==> config.mk <==
export PLATFORM = sky130hd
export DESIGN_NAME = column_text_type_sniffer
export DESIGN_NICKNAME = d
export VERILOG_FILES = /design/src/design/ctts_pkg.sv /design/src/design/column_text_type_sniffer.sv
export VERILOG_INCLUDE_DIRS = /design/src /design/src/design
export SDC_FILE = /design/constraint.sdc
export NUM_CORES = 1
export LEC_CHECK = 0
export ABC_AREA = 1
export BUFFER_PORTS_ARGS = -buffer_cell sky130_fd_sc_hd__buf_2
export CORE_MARGIN = 2
export CORE_UTILIZATION = 53
export DETAILED_ROUTE_END_ITERATION = 7
export GPL_ROUTABILITY_DRIVEN = 0
export PLACE_DENSITY = 0.78
export SLEW_MARGIN = 20
export SYNTH_ARGS = -nofsm -noshare
export SYNTH_HDL_FRONTEND = slang
export SYNTH_SLANG_ARGS = --single-unit
==> constraint.sdc <==
create_clock -name clock -period 2.85 [get_ports clock]
set_clock_uncertainty 0.2 [all_clocks]
set_input_delay 0.57 -clock clock [delete_from_list [all_inputs] [get_ports clock]]
set_output_delay 0.57 -clock clock [all_outputs]
set_load 0.02 [all_outputs]
==> src/design/column_text_type_sniffer_macros.svh <==
// Assertion helpers for the column type sniffer.
`ifndef COLUMN_TEXT_TYPE_SNIFFER_MACROS_SVH
`define COLUMN_TEXT_TYPE_SNIFFER_MACROS_SVH

// Same-cycle implication, checked out of reset.
`define CTTS_ASSERT_NOW(label, clk, rst, ante, cons, msg) \
   label: assert property (@(posedge clk) disable iff (rst) (ante) |-> (cons)) \
      else $error(msg);

// Next-cycle implication, checked out of reset.
`define CTTS_ASSERT_NEXT(label, clk, rst, ante, cons, msg) \
   label: assert property (@(posedge clk) disable iff (rst) (ante) |=> (cons)) \
      else $error(msg);

`endif

==> src/design/ctts_pkg.sv <==
package ctts_pkg;

   localparam logic [1:0] OP_BYTE       = 2'd0;
   localparam logic [1:0] OP_EMPTY      = 2'd1;
   localparam logic [1:0] OP_NULL       = 2'd2;
   localparam logic [1:0] OP_NEW_COLUMN = 2'd3;

   localparam logic [2:0] KIND_INTEGER   = 3'd0;
   localparam logic [2:0] KIND_NUMERIC   = 3'd1;
   localparam logic [2:0] KIND_DATE      = 3'd2;
   localparam logic [2:0] KIND_TIME      = 3'd3;
   localparam logic [2:0] KIND_TIMESTAMP = 3'd4;
   localparam logic [2:0] KIND_LONGTEXT  = 3'd5;

   localparam logic [7:0] ROW_LIMIT_RESET = 8'd100;
   localparam logic [7:0] ROWS_MAX        = 8'd255;
   localparam logic [4:0] POS_SAT         = 5'd20;

   localparam logic [4:0] DATE_LEN  = 5'd10;
   localparam logic [4:0] TIME_LEN  = 5'd8;
   localparam logic [4:0] STAMP_LEN = 5'd19;
   localparam logic [4:0] STAMP_GAP = 5'd10;
   localparam logic [4:0] STAMP_TIME_START = 5'd11;

   localparam logic [7:0] CH_ZERO  = 8'h30;
   localparam logic [7:0] CH_NINE  = 8'h39;
   localparam logic [7:0] CH_MINUS = 8'h2D;
   localparam logic [7:0] CH_PLUS  = 8'h2B;
   localparam logic [7:0] CH_DOT   = 8'h2E;
   localparam logic [7:0] CH_COMMA = 8'h2C;
   localparam logic [7:0] CH_COLON = 8'h3A;

   function automatic logic sub_char(input logic [7:0] b, input logic minus_ok);
      return (b >= CH_ZERO && b <= CH_NINE) || b == CH_PLUS || (minus_ok && b == CH_MINUS);
   endfunction

   function automatic logic date_char(input logic [4:0] p, input logic [7:0] b);
      logic ok;
      if (p == 5'd4 || p == 5'd7) ok = (b == CH_MINUS);
      else if (p == 5'd1 || p == 5'd2) ok = sub_char(b, 1'b0);
      else if (p < DATE_LEN) ok = sub_char(b, 1'b1);
      else ok = 1'b0;
      return ok;
   endfunction

   function automatic logic time_char(input logic [4:0] p, input logic [7:0] b);
      logic ok;
      if (p == 5'd2 || p == 5'd5) ok = (b == CH_COLON);
      else if (p < TIME_LEN) ok = sub_char(b, 1'b1);
      else ok = 1'b0;
      return ok;
   endfunction

   function automatic logic stamp_char(input logic [4:0] p, input logic [7:0] b);
      logic ok;
      if (p < DATE_LEN) ok = date_char(p, b);
      else if (p == STAMP_GAP) ok = 1'b1;
      else if (p < STAMP_LEN) ok = time_char(p - STAMP_TIME_START, b);
      else ok = 1'b0;
      return ok;
   endfunction

endpackage

==> src/design/column_text_type_sniffer.sv <==
// Column type sniffer. Takes one item per clock while req_stall is low: a cell byte, an
// empty cell, a null cell or a new-column marker. Each cell end yields one result with
// the current type guess (integer, numeric, date, time, timestamp, long text) and a
// settled flag; after a settled result nothing is reported until the next new-column item.
// Throughput is one item per cycle when the result side does not stall. An accepted item
// is held in the input register, the per-cell state update runs from it, and that
// update loads the result register, which drives the outputs. A stalled result holds the
// input register, which then stalls the input. row_limit is written through
// csr_wr_en/csr_wr_data; the user must write it only while idle (the block does not check).
`include "column_text_type_sniffer_macros.svh"

module column_text_type_sniffer
   import ctts_pkg::*;
(
   input  logic       clock,
   input  logic       reset,
   input  logic       req_valid,
   output logic       req_stall,
   input  logic [1:0] req_opcode,
   input  logic [7:0] req_byte_value,
   input  logic       req_last_in_cell,
   input  logic       req_last_row,
   output logic       rsp_valid,
   input  logic       rsp_stall,
   output logic [2:0] rsp_type_code,
   output logic       rsp_settled,
   input  logic       csr_wr_en,
   input  logic [7:0] csr_wr_data
);

   logic       in_valid_ff, in_valid_in;
   logic [1:0] in_op_ff;
   logic [7:0] in_byte_ff;
   logic       in_last_ff, in_last_row_ff;

   logic [7:0] row_limit_ff;
   logic [2:0] guess_ff, guess_in;
   logic [7:0] rows_ff, rows_in;
   logic [4:0] pos_ff, pos_in;
   logic       int_ok_ff, int_ok_in;
   logic       num_ok_ff, num_ok_in;
   logic       date_ok_ff, date_ok_in;
   logic       time_ok_ff, time_ok_in;
   logic       stamp_ok_ff, stamp_ok_in;
   logic       minus_ff, minus_in;
   logic       done_ff, done_in;

   logic       rsp_valid_ff, rsp_valid_in;
   logic [2:0] rsp_type_ff, rsp_type_in;
   logic       rsp_settled_ff, rsp_settled_in;

   logic out_free, advance, accept, produce, finish, examine;
   logic int_class, num_class;

   assign out_free  = !rsp_valid_ff || !rsp_stall;
   assign advance   = in_valid_ff && out_free;
   assign req_stall = in_valid_ff && !out_free;
   assign accept    = req_valid && !req_stall;

   assign in_valid_in = accept || (in_valid_ff && !advance);

   assign int_class = sub_char(in_byte_ff, 1'b1);
   assign num_class = int_class || in_byte_ff == CH_DOT || in_byte_ff == CH_COMMA;

   always_comb begin
      guess_in       = guess_ff;
      rows_in        = rows_ff;
      pos_in         = pos_ff;
      int_ok_in      = int_ok_ff;
      num_ok_in      = num_ok_ff;
      date_ok_in     = date_ok_ff;
      time_ok_in     = time_ok_ff;
      stamp_ok_in    = stamp_ok_ff;
      minus_in       = minus_ff;
      done_in        = done_ff;
      produce        = 1'b0;
      finish         = 1'b0;
      examine        = 1'b0;
      rsp_settled_in = 1'b0;
      if (advance) begin
         if (in_op_ff == OP_NEW_COLUMN) begin
            guess_in    = KIND_INTEGER;
            rows_in     = '0;
            done_in     = 1'b0;
            pos_in      = '0;
            int_ok_in   = 1'b1;
            num_ok_in   = 1'b1;
            date_ok_in  = 1'b1;
            time_ok_in  = 1'b1;
            stamp_ok_in = 1'b1;
            minus_in    = 1'b0;
         end else if (!done_ff) begin
            case (in_op_ff)
               OP_BYTE: begin
                  if (minus_ff || !int_class) int_ok_in = 1'b0;
                  if (minus_ff || !num_class) num_ok_in = 1'b0;
                  minus_in = (in_byte_ff == CH_MINUS) && (pos_ff != '0) && !in_last_ff;
                  if (!date_char(pos_ff, in_byte_ff)) date_ok_in = 1'b0;
                  if (!time_char(pos_ff, in_byte_ff)) time_ok_in = 1'b0;
                  if (!stamp_char(pos_ff, in_byte_ff)) stamp_ok_in = 1'b0;
                  if (in_last_ff) begin
                     if (pos_ff != DATE_LEN - 5'd1) date_ok_in = 1'b0;
                     if (pos_ff != TIME_LEN - 5'd1) time_ok_in = 1'b0;
                     if (pos_ff != STAMP_LEN - 5'd1) stamp_ok_in = 1'b0;
                  end
                  if (pos_ff < POS_SAT) pos_in = pos_ff + 5'd1;
                  finish  = in_last_ff;
                  examine = 1'b1;
               end
               OP_EMPTY: begin
                  int_ok_in   = 1'b0;
                  num_ok_in   = 1'b0;
                  date_ok_in  = 1'b0;
                  time_ok_in  = 1'b0;
                  stamp_ok_in = 1'b0;
                  finish      = 1'b1;
                  examine     = 1'b1;
               end
               default: begin
                  finish = 1'b1;
               end
            endcase
            if (finish) begin
               if (row_limit_ff == '0) begin
                  rsp_settled_in = 1'b1;
               end else begin
                  if (examine) begin
                     if (guess_in == KIND_INTEGER && !int_ok_in) guess_in = KIND_NUMERIC;
                     if (guess_in == KIND_NUMERIC && !num_ok_in) guess_in = KIND_DATE;
                     if (guess_in == KIND_DATE && !date_ok_in) guess_in = KIND_TIME;
                     if (guess_in == KIND_TIME && !time_ok_in) guess_in = KIND_TIMESTAMP;
                     if (guess_in == KIND_TIMESTAMP && !stamp_ok_in) guess_in = KIND_LONGTEXT;
                  end
                  if (rows_ff != ROWS_MAX) rows_in = rows_ff + 8'd1;
                  rsp_settled_in = guess_in == KIND_LONGTEXT || rows_in >= row_limit_ff
                                   || in_last_row_ff;
               end
               pos_in      = '0;
               int_ok_in   = 1'b1;
               num_ok_in   = 1'b1;
               date_ok_in  = 1'b1;
               time_ok_in  = 1'b1;
               stamp_ok_in = 1'b1;
               minus_in    = 1'b0;
               done_in     = rsp_settled_in;
               produce     = 1'b1;
            end
         end
      end
   end

   assign rsp_type_in  = produce ? guess_in : rsp_type_ff;
   assign rsp_valid_in = produce || (rsp_valid_ff && rsp_stall);

   always_ff @(posedge clock) begin
      if (reset) begin
         in_valid_ff  <= 1'b0;
         row_limit_ff <= ROW_LIMIT_RESET;
         guess_ff     <= KIND_INTEGER;
         rows_ff      <= '0;
         pos_ff       <= '0;
         int_ok_ff    <= 1'b1;
         num_ok_ff    <= 1'b1;
         date_ok_ff   <= 1'b1;
         time_ok_ff   <= 1'b1;
         stamp_ok_ff  <= 1'b1;
         minus_ff     <= 1'b0;
         done_ff      <= 1'b0;
         rsp_valid_ff <= 1'b0;
      end else begin
         in_valid_ff <= in_valid_in;
         if (csr_wr_en) row_limit_ff <= csr_wr_data;
         guess_ff     <= guess_in;
         rows_ff      <= rows_in;
         pos_ff       <= pos_in;
         int_ok_ff    <= int_ok_in;
         num_ok_ff    <= num_ok_in;
         date_ok_ff   <= date_ok_in;
         time_ok_ff   <= time_ok_in;
         stamp_ok_ff  <= stamp_ok_in;
         minus_ff     <= minus_in;
         done_ff      <= done_in;
         rsp_valid_ff <= rsp_valid_in;
      end
   end

   always_ff @(posedge clock) begin
      if (accept) begin
         in_op_ff       <= req_opcode;
         in_byte_ff     <= req_byte_value;
         in_last_ff     <= req_last_in_cell;
         in_last_row_ff <= req_last_row;
      end
      rsp_type_ff <= rsp_type_in;
      if (produce) rsp_settled_ff <= rsp_settled_in;
   end

   assign rsp_valid     = rsp_valid_ff;
   assign rsp_type_code = rsp_type_ff;
   assign rsp_settled   = rsp_settled_ff;

   `CTTS_ASSERT_NOW(a_longtext_settles, clock, reset,
      rsp_valid_ff && rsp_type_ff == KIND_LONGTEXT, rsp_settled_ff,
      "long text result not settled")
   `CTTS_ASSERT_NEXT(a_settle_marks_done, clock, reset,
      produce && rsp_settled_in, done_ff,
      "settled result did not close the column")
   `CTTS_ASSERT_NOW(a_no_result_when_done, clock, reset,
      done_ff, !produce,
      "result produced after column settled")
   `CTTS_ASSERT_NOW(a_guess_range, clock, reset,
      1'b1, guess_ff <= KIND_LONGTEXT && pos_ff <= POS_SAT,
      "guess or position out of range")

endmodule

Word level (Yosys, flattened, before mapping). Index checks and enable logic that the tools add are counted.

Input port bits: 25. Memories kept: 0. Memory bits (read-only): 0. RAM bits: 0. Latch bits: 0. Output and inout bits: 6. Bits in registers: 49. Word-level logic and storage cells: 256.

Divide/modulo/power cells: 0. Shift-type cells: 0. Multiplexer cells: 145. Bitwise operators: 1. Multiply operators: 0. Equal/unequal tests: 26. Magnitude comparators: 8. Reductions and logical operators: 54. Add/sub/neg operators: 3.

Operator list (number): 3-bit 2-to-1 mux (40); 1-bit 2-to-1 mux (85); 8-bit 2-to-1 mux (10); 8-bit by 6-bit equality test with 1-bit output (second input constant) (5); 5-bit 2-to-1 mux (5); 5-bit by 3-bit equality test with 1-bit output (second input constant) (4); 1-bit logical OR (15); 5-bit by 4-bit < comparator with 1-bit output (second input constant) (3); 1-bit logical AND (13); 1-bit logical NOT (13); 5-bit by 2-bit equality test with 1-bit output (second input constant) (2); 5-bit < comparator (second input constant) (2); 1-bit one-hot mux with 2 select lines (5); 8-bit by 1-bit adder with 8-bit output (second input constant) (1); 8-bit by 6-bit >= comparator with 1-bit output (second input constant) (1); 8-bit >= comparator (1); 8-bit by 6-bit <= comparator with 1-bit output (second input constant) (1); 8-bit logical NOT (1); 8-bit != test (second input constant) (1); 4-bit AND reduction (2); 3-bit by 2-bit equality test with 1-bit output (second input constant) (2); 3-bit equality test (second input constant) (2); 3-bit nonzero test (2); 5-bit by 1-bit adder with 5-bit output (second input constant) (1); other kinds (20) (20).

Longest topological paths before layout. Gate-level depths: netlist of run 1.

Depth in word-level cells: 63. Mapped depth: 24. Mapped depth without buffers: 24.

Least setup slack after synthesis of run 1. Ideal clock, no wire load.

Path kind: reg-to-reg. Start point: reg rows_ff[0]. End point: reg rsp_settled_ff (netlist: rsp_settled) (data pin). Data arrival time: 2.572 ns. Library setup time: 0.256 ns. Path buffers: 0. Clock period less this slack: 3.028 ns. Path slack: -0.178 ns. Stages on the path, launching flop included: 15. Cells stage by stage: dfxtp_1 -> ha_1 -> nand2_1 -> nor3_1 -> nand3_1 -> mux2_2 -> ha_1 -> a21boi_0 -> o21a_1 -> o21ai_0 -> nand2_1 -> a21o_1 -> a21oi_1 -> o21a_1 -> a21boi_1.

Longest elaborated chain between the ends: 12. Elaborated cells between the ends (all ways): 13. Classes of those cells: 1 x add/sub; 1 x order compare; 1 x eq/ne; 8 x mux; 2 x reduce/logical.

RTL lines: start: declaration (RTL line column_text_type_sniffer.sv:38) `logic [7:0] rows_ff, rows_in;`; start signal: assignment (RTL line column_text_type_sniffer.sv:174) `rows_ff <= rows_in;`; 8-bit by 1-bit adder with 8-bit output or 8-bit != test (tied branches) (RTL line column_text_type_sniffer.sv:134) `if (rows_ff != ROWS_MAX) rows_in = rows_ff + 8'd1;`; 8-bit 2-to-1 mux * (RTL line column_text_type_sniffer.sv:134); 8-bit 2-to-1 mux * (RTL line column_text_type_sniffer.sv:124) `if (row_limit_ff == '0) begin`; 8-bit 2-to-1 mux * (RTL line column_text_type_sniffer.sv:123) `if (finish) begin`; 8-bit 2-to-1 mux * (RTL line column_text_type_sniffer.sv:92) `end else if (!done_ff) begin`; 8-bit 2-to-1 mux * (RTL line column_text_type_sniffer.sv:81) `if (in_op_ff == OP_NEW_COLUMN) begin`; 8-bit 2-to-1 mux * (RTL line column_text_type_sniffer.sv:80) `if (advance) begin`; 8-bit >= comparator * (RTL line column_text_type_sniffer.sv:135) `rsp_settled_in = guess_in == KIND_LONGTEXT || rows_in >= row_limit_ff`; 1-bit logical OR * (RTL line column_text_type_sniffer.sv:135); 1-bit logical OR * (RTL line column_text_type_sniffer.sv:136) `|| in_last_row_ff;`; 1-bit 2-to-1 mux * (RTL line column_text_type_sniffer.sv:124); 1-bit 2-to-1 mux *; end signal: assignment (RTL line column_text_type_sniffer.sv:195) `if (produce) rsp_settled_ff <= rsp_settled_in;`; end: declaration (RTL line column_text_type_sniffer.sv:50) `logic rsp_settled_ff, rsp_settled_in;`.

Every way passes the cells marked *; elsewhere a longest branch is shown, timed or not. The select of a mux whose other input is x is not followed. A chain may end at the register's enable or synchronous reset.

Final worst setup path of run 1. Ends and elaborated chain as after synthesis.

==> results of run 1 <==
## cell usage in the layout (no fill, tap or decap), drive strengths merged
cell,count
xnor2,1
nor4,3
inv,56
mux2,1
a31oi,4
a211oi,3
dfxtp,33
a2111oi,1
or2,1
a21boi,3
nor2,33
edfxtp,16
a41oi,1
a32oi,1
clkbuf,5
a21o,1
a21oi,34
nand3b,1
xor2,4
buf,42
ha,16
nand2,92
nor3b,1
o211ai,4
nor3,4
o21ai,25
nand3,19
clkinvlp,1
nand4,7
bufinv,1
clkinv,2
o21a,3
## timing repair
item                                    in CTS  in global routing
buffers inserted                             1                  3
gates cloned                                 0                  0
resized for setup                            5                 11
endpoints found under the setup margin       2                  4
pin swaps                                    1                  5
## cell families after synthesis
| logic type | after synthesis | share of synthesized area, % |
|---|---|---|
| buf+inv | 60 | 7.94 |
| flops | 49 | 40.2 |
| mux | 1 | 0.397 |
| compound gates | 80 | 17.3 |
| simple gates | 161 | 25.5 |
| xor+xnor | 5 | 1.54 |
| fa+ha+maj | 16 | 7.06 |
## metal layers
| layer | routed length [um] | part of all wire, % | track usage [%] | vias to the layer above |
|---|---|---|---|---|
| met2 | 2820 | 46 | 33.5 | 80 |
| met4 | 138 | 2.3 | 8.93 | 0 |
| met1 | 2840 | 47 | 29.2 | 1167 |
| met3 | 296 | 4.9 | 3.18 | 15 |
| met5 | 0 | 0 | 0 | - |
| li1 | - | - | - | 1333 |
## power by group
part           switching (W)  leakage (nW)  internal [W]  total, W
Clock               0.000244        0.0518      0.000259  0.000503
Sequential         0.0000230         0.424      0.000753  0.000777
Combinational       0.000147          1.09     0.0000861  0.000233
Total               0.000414          1.57       0.00110   0.00151
## worst max-delay path, delay by kind of cell, from the launching register on
family	cells	cell delay [ps]
simple gates	4	430
xor+xnor	1	150
compound gates	7	820
flops	1	360
fa+ha+maj	2	430
buf+inv	2	200
## worst max path at each step
stage / endpoint / from / slack [ps] / cells past startpoint
final: rsp_settled / rows_ff[0] / 20 / 16
after global routing: done_ff / rows_ff[0] / -130 / 18
after CTS: rsp_settled / rows_ff[1] / 10 / 14
after detailed placement: rsp_settled / rows_ff[1] / -50 / 14
after global placement: rsp_settled / rows_ff[0] / 10 / 14
after floorplan: rsp_settled / rows_ff[0] / 10 / 14
## cell type report
class                      instances  share of cell area, %
sequential                        49                   34.3
tap                               70                   2.63
inverter                          57                   6.41
timing repair buffer              42                   7.31
multi-input combinational        263                   46.0
clock inverter                     3                   1.24
clock buffer                       5                   2.06
## flip-flops by register name, summed over array words and instances (netlist names), 2 cells and up
| name | count |
|---|---|
| in_op_ff | 2 |
| rows_ff | 8 |
| in_byte_ff | 8 |
| row_limit_ff | 8 |
| pos_ff | 5 |
| rsp_type_code | 3 |
| guess_ff | 3 |
## through the flow
step	hold WS [ps]	power [W]	util [%]	instance area, sq um	TNS (ps)
2_1_floorplan	241	0.000946	-	2850	0
3_3_place_gp	251	0.00101	61.1	3140	0
3_5_place_dp	259	0.00101	61.1	3140	-73.1
4_1_cts	227	0.00151	63.6	3270	0
5_1_grt	224	0.00157	64.9	3340	-262
6_report	232	0.00151	64.9	3340	0
==> impl_metrics.csv, run 1 <==
group,metric,value,unit
floorplan,die_h,77.1,um
synth,synth_most_common_cell,"nand2_1",
timing,rsz0062_at_grt,"true",
critical_path,end_kind,"register",
grt,grt_pass1_vias,2353,
critical_path,critPathMaxStageDelay,360,ps
cts,clock_path_buffers,2,
final_layout,multiInputGateArea,0.00154,sq mm
floorplan,io_pins,31,
placement,io_buffer_count,30,
power_and_ir_drop,power.density,453,mW/mm^2
timing,maxSlewHeadroom,61.2,%
power_and_ir_drop,p_leak,1.57,nW
floorplan,dieArea,0.00595,sq mm
final_layout,n_antenna_cell,0,
drt,drc_errors,0,
timing,clock.fmax,353,MHz
critical_path,path_cells,"ha_4 > nand2_4 > nor3_4 > nand3_2 > buf_6 > xor2_2 > ha_1 > inv_1 > a21boi_1 > o21a_1 > o21ai_1 > nand2_1 > a21o_1 > a21oi_2 > o21a_1 > a21boi_1",
drt,first_iter_violations,226,
critical_path,r2r_setup_slack,20,ps
critical_path,cp.arrival,2700,ps
min_path,hold_class,"in -> reg",
synth,synth_area_leaders,"dfxtp_1 (23%), edfxtp_1 (17%), nand2_1 (11%)",
timing,finalCritPeriodShare,99.4,%
timing,worst_pin_slew,578,ps
grt,grt_max_degree,21,
final_layout,regArea,0.00114,sq mm
placement,dpl.hpwl,4.50,mm
critical_path,path_class,"reg -> reg",
floorplan,rows,26,
cts,cts.hold.buffers_added,0,
cts,path_clk_slew,100,ps
cts,cts_tree,"yes",
critical_path,r2r_start,"rows_ff[0]",
final_layout,finalNetCount,459,
critical_path,r2r-end,"rsp_settled",
synth,synth_async_sr_flop_share,0,%
min_path,hold_path_startpoint,"req_last_in_cell",
drt,via_count,2595,
drt,dr.pass1.iters,4,
min_path,holdPathEnd,"in_last_ff",
cts,cts_buffers,5,
final_layout,areaGrowthSynthToFinish,17.7,%
floorplan,fp.dieW,77.1,um
cts,clk_latency,300,ps
final_layout,layout.cells.non_filler,489,
synth,avgSynthCellArea,7.62,sq um
timing,finalHoldViolCount,0,
final_layout,drive_gt1_share,20.3,%
critical_path,slowest_stage,"dfxtp_2",
grt,grt_overflow,0,
synth,ys_top_cells_by_count,"nand2_1 (83), inv_1 (54), dfxtp_1 (33)",
drt,avgViaCountPerCell,5.31,
power_and_ir_drop,peakVddDrop,226,uV
timing,fin_crit,2830,ps
synth,ys.flop_type,"dfxtp_1",
cts,cts_sinks,49,
critical_path,reg2regPathDepth,16,
synth,syn_area,0.00284,sq mm
timing,post-route-worst-setup-slack,17.3,ps
status,outcome,"finished clean",
min_path,whs_path_depth,1,
synth,synth_cell_types,43,
drt,wl_per_cell,12.4,um
job,drv_cap,0,
synth,synth.yosys.seq_area_share,40.2,%
cts,htree_levels,2,
synth,synth_top_cell_area_share,23.3,%
timing,drv_slew,0,
critical_path,path_max_fanout,3,
floorplan,initial_utilization,55.2,%
synth,synthCells,372,
drt,ant_nets,0,
grt,antenna_found_initial,0,
drt,totalWireLength,6.09,mm
placement,dp_slack,-52.6,ps
timing,finalSetupViolations,0,
synth,syn_nets,413,
synth,synth-edff-count,16,
floorplan,core-area,0.00514,sq mm
critical_path,cp-start-kind,"register",
final_layout,n_fill_cell,460,
placement,dp_cells,477,
synth,ys_ff_latch,49,
grt,grt_pass1_wl,10.3,mm
synth,yosysWarningCount,0,
cts,root_buffer,"clkbuf_8",
critical_path,crit_required,2720,ps
grt,grt_usage,21.3,%
synth,synth_top_area_cell,"dfxtp_1",
Power figures use the tool's default switching activity.
==> run 2, diff against run 1 <==
- CELL_PAD_IN_SITES_DETAIL_PLACEMENT: default -> 1
- CELL_PAD_IN_SITES_GLOBAL_PLACEMENT: default -> 2
- CORE_UTILIZATION: 53 -> 32
- CTS_BUF_LIST: default -> sky130_fd_sc_hd__clkbuf_2 sky130_fd_sc_hd__clkbuf_4 sky130_fd_sc_hd__clkbuf_8
- PLACE_DENSITY: 0.78 -> 0.8
==> impl_metrics.csv, run 2 (synthesis gave the netlist of run 1 again) <==
group,metric,value,unit
floorplan,core-area,0.00864,sq mm
final_layout,final_util,40.5,%
drt,wl_per_cell,13.9,um
grt,grt_overflow,0,
drt,totalWireLength,7.52,mm
cts,cts_sinks,49,
final_layout,areaGrowthSynthToFinish,23.2,%
power_and_ir_drop,seqPwrFrac,50.3,%
power_and_ir_drop,p_clk_share,33.3,%
drt,via_count,2630,
cts,clock_path_buffers,2,
floorplan,die_h,98.1,um
drt,avgViaCountPerCell,4.88,
cts,clk_latency,300,ps
grt,grt_usage,16.5,%
timing,fin_crit,2810,ps
floorplan,fp.dieW,98.1,um
critical_path,path_max_fanout,3,
power_and_ir_drop,peakVddDrop,196,uV
drt,ant_nets,0,
cts,cts_buffers,5,
critical_path,critPathMaxStageDelay,360,ps
critical_path,path_class,"reg -> reg",
power_and_ir_drop,p_leak,1.64,nW
timing,rsz0062_at_grt,"true",
min_path,whs_path_depth,1,
placement,dp_cells,525,
final_layout,finalNetCount,471,
critical_path,cp-start-kind,"register",
grt,antenna_found_initial,0,
drt,drc_errors,0,
drt,first_iter_violations,65,
cts,path_clk_slew,100,ps
placement,io_buffer_count,30,
final_layout,drive_gt1_share,23.4,%
floorplan,io_pins,31,
critical_path,crit_required,2710,ps
final_layout,layout_commonest_cell,"nand2_1",
critical_path,path_cells,"ha_4 > nand2_4 > nor3_4 > nand3_2 > mux2_4 > ha_4 > a21boi_2 > o21a_1 > o21ai_1 > nand2_1 > a21o_1 > a21oi_2 > o21a_1 > a21boi_1",
status,outcome,"finished clean",
cts,root_buffer,"clkbuf_8",
timing,finalHoldViolCount,0,
placement,dpl.hpwl,5.86,mm
cts,cts.hold.buffers_added,0,
power_and_ir_drop,swShare,27.5,%
timing,drv_slew,0,
timing,finalSetupViolations,0,
final_layout,layout.cells.non_filler,539,
critical_path,end_kind,"register",
power_and_ir_drop,power_frac_comb,16.4,%
power_and_ir_drop,p_sw,0.000425,W
grt,grt_pass1_vias,2650,
floorplan,dieArea,0.00963,sq mm
final_layout,reg.largest.list,"in_byte_ff (8), row_limit_ff (8), rows_ff (8)",
timing,maxSlewHeadroom,66.5,%
final_layout,n_fill_cell,1092,
grt,grt_max_degree,21,
critical_path,crit_family,"compound AO/OA/AOI/OAI gates",
min_path,hold_class,"in -> reg",
critical_path,slowest_stage,"dfxtp_2",
critical_path,cp.depth,14,
floorplan,initial_utilization,32.8,%
final_layout,n_antenna_cell,0,
critical_path,reg2regPathDepth,14,
timing,clock.fmax,356,MHz
cts,htree_levels,2,
drt,dr.pass1.iters,4,
job,drv_cap,0,
timing,finalCritPeriodShare,98.5,%
power_and_ir_drop,internal_power,0.00112,W
cts,cts_tree,"yes",
final_layout,regArea,0.00114,sq mm
floorplan,rows,34,
power_and_ir_drop,power.density,443,mW/mm^2
critical_path,cp_num_buf_inv,0,
timing,worst_pin_slew,502,ps
critical_path,cp.arrival,2670,ps
final_layout,multiInputGateArea,0.00156,sq mm
final_layout,layout_common_cells,"nand2_1 (79), inv_1 (54), nor2_1 (32)",
grt,grt_pass1_wl,12.9,mm
[run 2: cell types whose count changed in the layout (fill, tap and decap cells not counted), sizes merged]
cell      previous run  this run
buf                 42        54
clkbuf               5         6
clkinvlp             1         0
[run 2: power by group through the flow]
| stage | Clock (W) | Sequential, W | Combinational, W |
|---|---|---|---|
| 6_report | 0.000515 | 0.000779 | 0.000254 |
| 5_1_grt | 0.000566 | 0.000784 | 0.000292 |
| 4_1_cts | 0.000537 | 0.000779 | 0.000246 |
| 3_5_place_dp | 0 | 0.000794 | 0.000242 |
| 3_3_place_gp | 0 | 0.000793 | 0.000237 |
| 2_1_floorplan | 0 | 0.000791 | 0.000154 |
[run 2: through the flow]
step | cell area [sq um] | setup slack (ps) | total power [W] | setup TNS (ps) | hold WS, ps
finish | 3490 | 43.7 | 0.00155 | 0 | 232
global route | 3490 | -134 | 0.00164 | -254 | 213
CTS | 3410 | 12.0 | 0.00156 | 0 | 225
detailed placement | 3260 | -52.3 | 0.00104 | -83.0 | 267
global placement | 3260 | 3.10 | 0.00103 | 0 | 252
floorplan | 2850 | 12.8 | 0.000946 | 0 | 241
[run 2: worst reg2reg max path, delay by kind of cell (launching register included)]
kind | cells | cell delay, ps
AOI/OAI and AO/OA | 7 | 930
adders and majority gates | 2 | 370
DFF | 1 | 360
muxes | 1 | 340
and+or+nand+nor | 4 | 370
[run 2: metal layers]
layer  share of wire, %  global-route usage (%)
met5                  0                       0
met4               0.80                    3.53
met3                1.9                    2.58
met2                 49                    28.0
met1                 49                    22.4
[run 2: worst paths after layout]
path	from	to	slack, ps
worst min-delay path	req_byte_value[1]	in_byte_ff[1]	230
worst min register to register	rows_ff[5]	rows_ff[5]	280
worst max register to register	rows_ff[0]	rsp_settled	40
worst max-delay path	rows_ff[0]	rsp_settled	40
[run 2: final cells by class]
type | instances | area share, %
clock inverters | 2 | 1.00
repair buffers | 54 | 9.46
inverters | 57 | 6.12
flip-flops and latches | 49 | 32.8
well taps | 108 | 3.87
clock buffers | 6 | 2.18
multi-input cells | 263 | 44.6
[run 2: timing repair]
action,CTS,global route
pin swaps,2,8
buffers inserted,2,4
resized for setup,8,13
setup endpoints to repair,2,5
gates cloned,0,0
==> run 3, diff against run 2 <==
- CTS_BUF_LIST: sky130_fd_sc_hd__clkbuf_2 sky130_fd_sc_hd__clkbuf_4 sky130_fd_sc_hd__clkbuf_8 -> sky130_fd_sc_hd__clkbuf_8
==> impl_metrics.csv, run 3 (synthesis gave the netlist of run 1 again) <==
group,metric,value,unit
status,outcome,"finished clean",
floorplan,die_h,98.1,um
cts,cts_buffers,5,
grt,grt_pass1_wl,12.9,mm
grt,grt_pass1_vias,2670,
job,drv_cap,0,
critical_path,r2r_setup_slack,40,ps
cts,cts.hold.buffers_added,0,
grt,grt_max_degree,21,
timing,setup_tns,0,ps
grt,grt_usage,16.6,%
critical_path,crit_required,2710,ps
grt,antenna_found_initial,0,
timing,finalSetupViolations,0,
drt,via_count,2626,
min_path,holdPathEnd,"in_last_row_ff",
timing,finalHoldViolCount,0,
cts,path_clk_slew,100,ps
timing,worst_pin_slew,493,ps
final_layout,finalNetCount,471,
cts,cts_sinks,49,
drt,avgViaCountPerCell,4.87,
timing,drv_slew,0,
critical_path,path_max_fanout,3,
timing,finalCritPeriodShare,98.5,%
power_and_ir_drop,p_leak,1.64,nW
critical_path,path_class,"reg -> reg",
cts,clk_latency,300,ps
final_layout,layout_commonest_cell,"nand2_1",
timing,fin_crit,2810,ps
timing,rsz0062_at_grt,"true",
min_path,whs_path_depth,1,
drt,dr.pass1.iters,4,
placement,io_buffer_count,30,
power_and_ir_drop,p_total,0.00153,W
floorplan,core-area,0.00864,sq mm
floorplan,initial_utilization,32.8,%
drt,first_iter_violations,60,
drt,drc_errors,0,
final_layout,layout_common_cells,"nand2_1 (79), inv_1 (55), nor2_1 (32)",
critical_path,r2r_start,"rows_ff[0]",
min_path,hold_class,"in -> reg",
final_layout,reg.largest.list,"in_byte_ff (8), row_limit_ff (8), rows_ff (8)",
final_layout,drive_gt1_share,23.2,%
power_and_ir_drop,peakVddDrop,190,uV
floorplan,dieArea,0.00963,sq mm
cts,htree_levels,2,
cts,clock_path_buffers,2,
final_layout,areaGrowthSynthToFinish,23.1,%
cts,root_buffer,"clkbuf_8",
drt,totalWireLength,7.49,mm
floorplan,fp.dieW,98.1,um
final_layout,regArea,0.00114,sq mm
drt,ant_nets,0,
critical_path,end_kind,"register",
final_layout,multiInputGateArea,0.00156,sq mm
critical_path,cp.arrival,2670,ps
grt,grt_overflow,0,
drt,wl_per_cell,13.9,um
critical_path,cp-start-kind,"register",
power_and_ir_drop,power.density,439,mW/mm^2
critical_path,reg2regPathDepth,14,
floorplan,rows,34,
timing,clock.fmax,356,MHz
timing,maxSlewHeadroom,67.1,%
critical_path,r2r-end,"rsp_settled",
placement,dpl.hpwl,5.86,mm
cts,cts_tree,"yes",
final_layout,n_fill_cell,1095,
min_path,hold_path_startpoint,"req_last_row",
final_layout,n_antenna_cell,0,
floorplan,io_pins,31,
==> run 3: cell types whose count changed in the layout (fill, tap and decap cells not counted) <==
cell / change
inv_1: +1
clkbuf_4: -1
==> run 3: area by class of cell <==
class / count / share of cell area [%]
Timing Repair Buffer: 54 / 9.47
Tap cell: 108 / 3.87
Multi-Input combinational cell: 263 / 44.6
Inverter: 57 / 6.13
Clock buffer: 5 / 1.97
Sequential cell: 49 / 32.8
Clock inverter: 3 / 1.11
==> run 3: timing repair <==
action	in CTS	in global routing
pin swaps	2	8
buffers inserted	2	4
resized for setup	8	13
endpoints found under the setup margin	2	5
==> run 3: critical path, cell delays in order, from the launching register on <==
cell      delay [ps]
dfxtp_2          360
ha_4             160
nand2_4           60
nor3_4           130
nand3_2          120
mux2_4           340
ha_4             210
a21boi_2         140
o21a_1           170
o21ai_1          110
nand2_1           60
a21o_1           160
a21oi_2          120
o21a_1           160
a21boi_1          70
==> run 3: routing by layer <==
layer  GRT usage, %  vias to the layer above  part of all wire, %
met2           28.1                       20                   49
met1           22.0                     1248                   48
met4           4.17                        0                  1.3
met5              0                        -                    0
met3           2.72                        6                  1.7
li1               -                     1352                    -
==> run 3: how the worst max path moves through the flow <==
stage               startpoint          end  slack (ps)  depth (start not counted)
floorplan           rows_ff[0]  rsp_settled          10                         14
global placement    rows_ff[0]  rsp_settled           3                         14
detailed placement  rows_ff[1]  rsp_settled         -50                         14
CTS                 rows_ff[0]  rsp_settled          10                         14
global route        rows_ff[0]  rsp_settled        -130                         14
finish              rows_ff[0]  rsp_settled          40                         14
==> run 3: where the power goes <==
group	switching, W	internal (W)
clock	0.000242	0.000258
sequential	0.0000252	0.000754
combinational	0.000156	0.0000984
total	0.000423	0.00111
==> run 3: stage by stage <==
stage	cells	instance area, sq um	hold slack (ps)	util, %	worst slack, ps
3_5_place_dp	525	3260	267	37.8	-52.3
5_1_grt	539	3490	212	40.4	-134
4_1_cts	535	3410	225	39.5	12.0
2_1_floorplan	372	2850	241	-	12.8
3_3_place_gp	525	3260	252	37.8	3.10
6_report	539	3490	233	40.4	42.9
